## config.mk

```make
export PLATFORM = sky130hd
export DESIGN_NAME = two_term_lattice_count
export DESIGN_NICKNAME = d
export VERILOG_FILES = /design/src/rtl/ttlc_pkg.sv /design/src/rtl/ttlc_div.sv /design/src/rtl/two_term_lattice_count.sv
export SDC_FILE = /design/constraint.sdc
export NUM_CORES = 1
export LEC_CHECK = 0
export ABC_AREA = 1
export BUFFER_PORTS_ARGS = -buffer_cell sky130_fd_sc_hd__clkbuf_2
export CAP_MARGIN = 20
export CORE_ASPECT_RATIO = 1.25
export CORE_MARGIN = 1.5
export CORE_UTILIZATION = 50
export CTS_CLUSTER_SIZE = 20
export DETAILED_ROUTE_END_ITERATION = 8
export MAX_ROUTING_LAYER = met4
export PLACE_DENSITY = 0.66
export SLEW_MARGIN = 20
export SYNTH_ARGS = -nofsm -noshare
export SYNTH_HDL_FRONTEND = slang
export SYNTH_SLANG_ARGS = --single-unit
```

## constraint.sdc

```tcl
create_clock -name i_clk -period 7.1 [get_ports i_clk]
set_clock_uncertainty 0.05 [all_clocks]
set_input_delay 0.355 -clock i_clk [delete_from_list [all_inputs] [get_ports i_clk]]
set_output_delay 0.355 -clock i_clk [all_outputs]
set_load 0.1 [all_outputs]
```

## src/rtl/ttlc_pkg.sv

```systemverilog
// ttlc_pkg: shared constants and sequencer state type for two_term_lattice_count
// no dependencies; used by rtl/ttlc_div.sv and rtl/two_term_lattice_count.sv

package ttlc_pkg;

    localparam int AMOUNT_WIDTH_DEF = 20;

    typedef enum logic [1:0] {
        S_IDLE,
        S_START,
        S_DIV,
        S_DONE
    } t_state;

endpackage

```

## src/rtl/ttlc_div.sv

```systemverilog
// ttlc_div: restoring divider, one quotient bit per cycle, registered quotient
// depends on ttlc_pkg for the default operand width

module ttlc_div #(
    parameter int AMOUNT_WIDTH = ttlc_pkg::AMOUNT_WIDTH_DEF
) (
    input  logic                    i_clk,
    input  logic                    i_rst_n,
    input  logic                    i_start,
    input  logic [AMOUNT_WIDTH-1:0] i_dividend,
    input  logic [AMOUNT_WIDTH-1:0] i_divisor,
    output logic                    o_done,
    output logic [AMOUNT_WIDTH-1:0] o_quotient
);

    localparam int CNT_W = $clog2(AMOUNT_WIDTH + 1);

    logic                    r_busy, n_busy;
    logic                    r_done, n_done;
    logic [CNT_W-1:0]        r_cnt, n_cnt;
    logic [AMOUNT_WIDTH-1:0] r_rem, n_rem;
    logic [AMOUNT_WIDTH-1:0] r_quo, n_quo;
    logic [AMOUNT_WIDTH-1:0] r_div, n_div;

    logic [AMOUNT_WIDTH:0]   w_shift;
    logic [AMOUNT_WIDTH+1:0] w_diff;
    logic                    w_ge;

    always_comb begin
        w_shift = {r_rem, r_quo[AMOUNT_WIDTH-1]};
        w_diff  = {1'b0, w_shift} - {2'b00, r_div};
        w_ge    = !w_diff[AMOUNT_WIDTH+1];

        n_busy = r_busy;
        n_done = 1'b0;
        n_cnt  = r_cnt;
        n_rem  = r_rem;
        n_quo  = r_quo;
        n_div  = r_div;

        if (i_start) begin
            n_busy = 1'b1;
            n_cnt  = CNT_W'(AMOUNT_WIDTH);
            n_rem  = '0;
            n_quo  = i_dividend;
            n_div  = i_divisor;
        end else if (r_busy) begin
            n_rem = w_ge ? w_diff[AMOUNT_WIDTH-1:0] : w_shift[AMOUNT_WIDTH-1:0];
            n_quo = {r_quo[AMOUNT_WIDTH-2:0], w_ge};
            n_cnt = r_cnt - CNT_W'(1);
            if (r_cnt == CNT_W'(1)) begin
                n_busy = 1'b0;
                n_done = 1'b1;
            end
        end
    end

    always_ff @(posedge i_clk) begin
        if (!i_rst_n) begin
            r_busy <= 1'b0;
            r_done <= 1'b0;
            r_cnt  <= '0;
        end else begin
            r_busy <= n_busy;
            r_done <= n_done;
            r_cnt  <= n_cnt;
        end
    end

    always_ff @(posedge i_clk) begin
        r_rem <= n_rem;
        r_quo <= n_quo;
        r_div <= n_div;
    end

    assign o_done     = r_done;
    assign o_quotient = r_quo;

endmodule

```

## src/rtl/two_term_lattice_count.sv

```systemverilog
// two_term_lattice_count: counts pairs (x, y) >= 0 with x*cost_a + y*cost_b <= budget
// depends on ttlc_pkg and ttlc_div
//
// usage:
//   one request beat in on s_axis (budget, cost_a, cost_b), one result beat out
//   on m_axis (way_count). s_axis_tready is high only while no request is in work.
//   the larger cost is the stride; for each multiple of it up to the budget the
//   shared serial divider forms (budget - spent) / smaller cost, and the sum of
//   one plus each quotient is accumulated.
//   there are floor(budget / max cost) + 1 terms, each waiting on the divider that
//   retires one quotient bit per cycle. a zero cost returns 0 without a division.
//   the result sits in an output register; while m_axis_tready is low the
//   finished count waits there, and the next request is taken only once the
//   previous result has moved into that register.
//   reset (synchronous, active low) drops any request in work and any
//   undelivered result, and the block comes back ready.

module two_term_lattice_count #(
    parameter int AMOUNT_WIDTH = ttlc_pkg::AMOUNT_WIDTH_DEF
) (
    input  logic                                       i_clk,
    input  logic                                       i_rst_n,
    input  logic                                       s_axis_tvalid,
    output logic                                       s_axis_tready,
    // budget, cost_a, cost_b from bit 0 up, zero padded
    input  logic [((3*AMOUNT_WIDTH+7)/8)*8-1:0]        s_axis_tdata,
    output logic                                       m_axis_tvalid,
    input  logic                                       m_axis_tready,
    // way_count from bit 0 up, zero padded
    output logic [((2*AMOUNT_WIDTH+7)/8)*8-1:0]        m_axis_tdata
);

    localparam int W      = AMOUNT_WIDTH;
    localparam int CW     = 2 * AMOUNT_WIDTH;
    localparam int OUT_TW = ((2 * AMOUNT_WIDTH + 7) / 8) * 8;

    ttlc_pkg::t_state r_state, n_state;

    logic [W-1:0]  r_budget, n_budget;
    logic [W-1:0]  r_stride, n_stride;
    logic [W-1:0]  r_small, n_small;
    logic [W:0]    r_spent, n_spent;
    logic [CW-1:0] r_total, n_total;
    logic          r_out_valid, n_out_valid;
    logic [CW-1:0] r_out_data, n_out_data;

    logic [W-1:0]  w_budget, w_cost_a, w_cost_b;
    logic          w_in_acc;
    logic          w_div_start;
    logic          w_div_done;
    logic [W-1:0]  w_dividend;
    logic [W-1:0]  w_quotient;

    assign w_budget = s_axis_tdata[W-1:0];
    assign w_cost_a = s_axis_tdata[2*W-1:W];
    assign w_cost_b = s_axis_tdata[3*W-1:2*W];

    assign s_axis_tready = (r_state == ttlc_pkg::S_IDLE);
    assign w_in_acc      = s_axis_tvalid && s_axis_tready;
    assign w_dividend    = r_budget - r_spent[W-1:0];

    ttlc_div #(
        .AMOUNT_WIDTH(AMOUNT_WIDTH)
    ) u_div (
        .i_clk      (i_clk),
        .i_rst_n    (i_rst_n),
        .i_start    (w_div_start),
        .i_dividend (w_dividend),
        .i_divisor  (r_small),
        .o_done     (w_div_done),
        .o_quotient (w_quotient)
    );

    always_comb begin
        n_state     = r_state;
        n_budget    = r_budget;
        n_stride    = r_stride;
        n_small     = r_small;
        n_spent     = r_spent;
        n_total     = r_total;
        n_out_valid = r_out_valid && !m_axis_tready;
        n_out_data  = r_out_data;
        w_div_start = 1'b0;

        case (r_state)
            ttlc_pkg::S_IDLE: begin
                if (w_in_acc) begin
                    n_budget = w_budget;
                    n_stride = (w_cost_a >= w_cost_b) ? w_cost_a : w_cost_b;
                    n_small  = (w_cost_a >= w_cost_b) ? w_cost_b : w_cost_a;
                    n_spent  = '0;
                    n_total  = '0;
                    if (w_cost_a == '0 || w_cost_b == '0) begin
                        n_state = ttlc_pkg::S_DONE;
                    end else begin
                        n_state = ttlc_pkg::S_START;
                    end
                end
            end
            ttlc_pkg::S_START: begin
                if (r_spent > {1'b0, r_budget}) begin
                    n_state = ttlc_pkg::S_DONE;
                end else begin
                    w_div_start = 1'b1;
                    n_state     = ttlc_pkg::S_DIV;
                end
            end
            ttlc_pkg::S_DIV: begin
                if (w_div_done) begin
                    n_total = r_total + CW'(w_quotient) + CW'(1);
                    n_spent = r_spent + {1'b0, r_stride};
                    n_state = ttlc_pkg::S_START;
                end
            end
            ttlc_pkg::S_DONE: begin
                if (!r_out_valid || m_axis_tready) begin
                    n_out_valid = 1'b1;
                    n_out_data  = r_total;
                    n_state     = ttlc_pkg::S_IDLE;
                end
            end
            default: begin
                n_state = ttlc_pkg::S_IDLE;
            end
        endcase
    end

    always_ff @(posedge i_clk) begin
        if (!i_rst_n) begin
            r_state     <= ttlc_pkg::S_IDLE;
            r_out_valid <= 1'b0;
        end else begin
            r_state     <= n_state;
            r_out_valid <= n_out_valid;
        end
    end

    always_ff @(posedge i_clk) begin
        r_budget   <= n_budget;
        r_stride   <= n_stride;
        r_small    <= n_small;
        r_spent    <= n_spent;
        r_total    <= n_total;
        r_out_data <= n_out_data;
    end

    assign m_axis_tvalid = r_out_valid;
    assign m_axis_tdata  = OUT_TW'(r_out_data);

    a_accept_leaves_idle: assert property (@(posedge i_clk) disable iff (!i_rst_n)
        w_in_acc |=> r_state != ttlc_pkg::S_IDLE)
        else $error("request beat accepted but sequencer stayed idle");

    a_done_only_in_div: assert property (@(posedge i_clk) disable iff (!i_rst_n)
        w_div_done |-> r_state == ttlc_pkg::S_DIV)
        else $error("divider finished outside the divide state");

    a_start_only_in_start: assert property (@(posedge i_clk) disable iff (!i_rst_n)
        w_div_start |-> (r_state == ttlc_pkg::S_START && r_spent <= {1'b0, r_budget}))
        else $error("divider started with spent beyond budget");

    a_small_not_above_stride: assert property (@(posedge i_clk) disable iff (!i_rst_n)
        (r_state == ttlc_pkg::S_START || r_state == ttlc_pkg::S_DIV) |-> r_small <= r_stride)
        else $error("smaller cost exceeds stride");

    a_result_loaded_on_exit: assert property (@(posedge i_clk) disable iff (!i_rst_n)
        (r_state == ttlc_pkg::S_DONE && n_state == ttlc_pkg::S_IDLE) |=> m_axis_tvalid)
        else $error("finished count not presented on the result channel");

endmodule
```

==> metrics.cfg <==
[run_status]
status=completed

[synthesis]
yosys_most_used_dff=edfxtp_1
syn_area_sq_um=14900
ys_types=44
ys_warn_count=0
synth_cells=1858
postSynthAreaPerCell_sq_um=8.01
synthArstFlopShare_pct=0
yosysSeqAreaShare_pct=44.6
synth_area_leaders=edfxtp_1 (41%), nand2_1 (12%), ha_1 (10%), inv_1 (6.7%), a21oi_1 (4.8%)
synth_edf_count=201
yosysMostFrequentCell=nand2_1
ys_seq_elements=231
yosys.area.top_type_share_pct=40.5
synth_common_cells=nand2_1 (491), inv_1 (267), edfxtp_1 (201)
syn_nets=2051
synth_top_area_cell=edfxtp_1

[timing]
finalHoldViolCount=0
worstMarginPinSlew_ps=955
finalSetupViolations=0
max_freq_ghz=0.280
rsz0062_at_grt=false
finalCritPeriodShare_pct=50.4
drv_slew=0
finalWorstSetupSlack_ps=3520
min_period_ps=3580
max-slew-margin-rel_pct=36.3
finalSetupTns_ps=0

[power_and_ir_drop]
power_uw=5680
power_density_nw_per_um2=339
irDropWorstVdd_mv=0.196
power_leakage_uw=0.00774

[cells_and_area]
seqCellArea_sq_um=6640
fin_nets=2177
fillerInstances=2757
drive_above_1_share_pct=8.30
multi_input_area_sq_um=7110
synthToLayoutAreaGrowth_pct=12.5
final_area_sq_um=16700

[global_routing]
grt_max_degree=82
grt_pass1_vias=11300
grtUsageTotal_pct=23.8
grtUsageMet2_pct=39.6
grt_pass1_wl_mm=56.0
use_met3_pct=2.12
gr-usage-met1_pct=30.2
grt.overflow.total=0
busiest_layer=met2
antenna_found_initial=0

[clocking]
clockBufferDepth=3
cts_buffers=23
path_clk_slew_ps=70
root_buffer=clkbuf_16
htreeDepth=1
cts_setup_buffers=0
clk_latency_ps=530
cts_sinks=231
ctsResizeCount=0
cts_tree=yes

[setup_path]
rrSetupSlack_ps=3520
r2r_end=u_div.o_quotient[5]
critPathLaunchType=register
crit_arrival_ps=3600
critPathMaxFanout=81
timing.rr.start=r_spent[18]
criticalPathCategory=register to register
r2r_cells=10
worstSetupEndpointType=register
required_ps=7120

[detailed_routing]
detail_route.iter0.violations=789
via_count=12400
finalWirelength_mm=35.2
dr.pass1.iters=5
wl_per_cell_um=14.7
route.detailed.drc=0
ant_nets=0
viasPerCell=5.17

[floorplan]
initial_core_util_pct=50.9
pin_count=110
core_area_sq_um=29300
die-area_sq_um=30800
fp.dieH_um=196
rows=70
die_x_um=157

[place]
pre_cts_ws_ps=3500
placed_area_sq_um=15800
gp_congestion=0.932
detailed_place_hpwl_mm=27.0
port_buffers=105

[min_path]
hold_class=input pin to register
worstHoldEndpoint=u_div.r_cnt[0]
hold-path-cell-count=3
worstHoldStart=i_rst_n

[job]
maxCapViolations=0

how the worst max path moves through the flow:
stage	start	to	cells past startpoint
CTS	r_spent[18]	u_div.o_quotient[2]	10
finish	r_spent[18]	u_div.o_quotient[5]	10
detailed placement	r_spent[18]	u_div.o_quotient[18]	10
global placement	r_spent[18]	u_div.o_quotient[18]	10
global route	r_spent[18]	u_div.o_quotient[5]	10
floorplan	r_state[1]	r_spent[0]	4
layer usage:
metal  vias up  share of wire [%]
met5         -                  0
met4         0                3.3
met3        57                3.7
met2       258                 48
met1      5638                 45
li1       6450                  -
cell families after synthesis:
group	synth area share [%]
simple gates	24.8
compound gates	10.8
buf+inv	7.82
flops	44.6
fa+ha+maj	10.7
xor+xnor	1.29
timing repair:
item | 4_1_cts | 5_1_grt
setup endpoints to repair | 0 | 0
hold endpoints to repair | 20 | 0
hold buffers | 20 | 0
metrics by stage:
| stage | hold WS [ps] | util, % | cells |
|---|---|---|---|
| after floorplan | 350 | - | 1858 |
| after global placement | 352 | 54.1 | 2335 |
| after detailed placement | 355 | 54.1 | 2335 |
| after CTS | 58.3 | 57.2 | 2396 |
| after global routing | 76.0 | 57.2 | 2396 |
| final | 79.9 | 57.2 | 2397 |
placed cells by master, fill, tap and decap left out, types with 3 or more instances in the layout:
cell             n
a31oi_1          5
clkbuf_2       105
buf_4            6
a21o_1           7
clkbuf_1         4
dfxtp_1         30
nor4_1          10
nand2_1        491
fa_1             4
and2_1           4
nor3_1          16
a21oi_1        141
nand3_1        120
or2_0            6
ha_1           121
nor2_1         171
or2_1            3
o21ai_0        110
nand2_2          5
clkinv_4         3
o21a_1           3
nor3_2           3
inv_1          266
o21bai_1        13
nand3b_1         9
clkbuf_16       23
clkinv_2         6
dlygate4sd3_1   20
edfxtp_1       201
o21ai_1         19
xor2_1           6
nand4_1         29
xnor2_1         16
report_power, final:
group          total [uW]  leakage [uW]  internal, uW  switching [uW]
logic                2350       0.00521           734            1620
registers            2140       0.00217          1900             237
clock network        1190      0.000360           672             519
worst max-delay path: stages (launching register included):
cell	delay [ps]
edfxtp_1	440
ha_1	500
nand2_1	140
nor2_1	200
nand2_1	100
nor2_1	100
nand2_1	70
nand3_2	100
nand2_2	70
nand2_4	600
nand2_1	720
final cells by class:
type | count | share of cell area, %
Antenna cell | 1 | 0.0149
Clock buffer | 27 | 3.53
Clock inverter | 14 | 0.792
Inverter | 268 | 6.01
Multi-Input combinational cell | 1329 | 42.5
Sequential cell | 231 | 39.6
Tap cell | 396 | 2.96
Timing Repair Buffer | 131 | 4.60
Note: power is estimated with default switching activity, not from simulation.
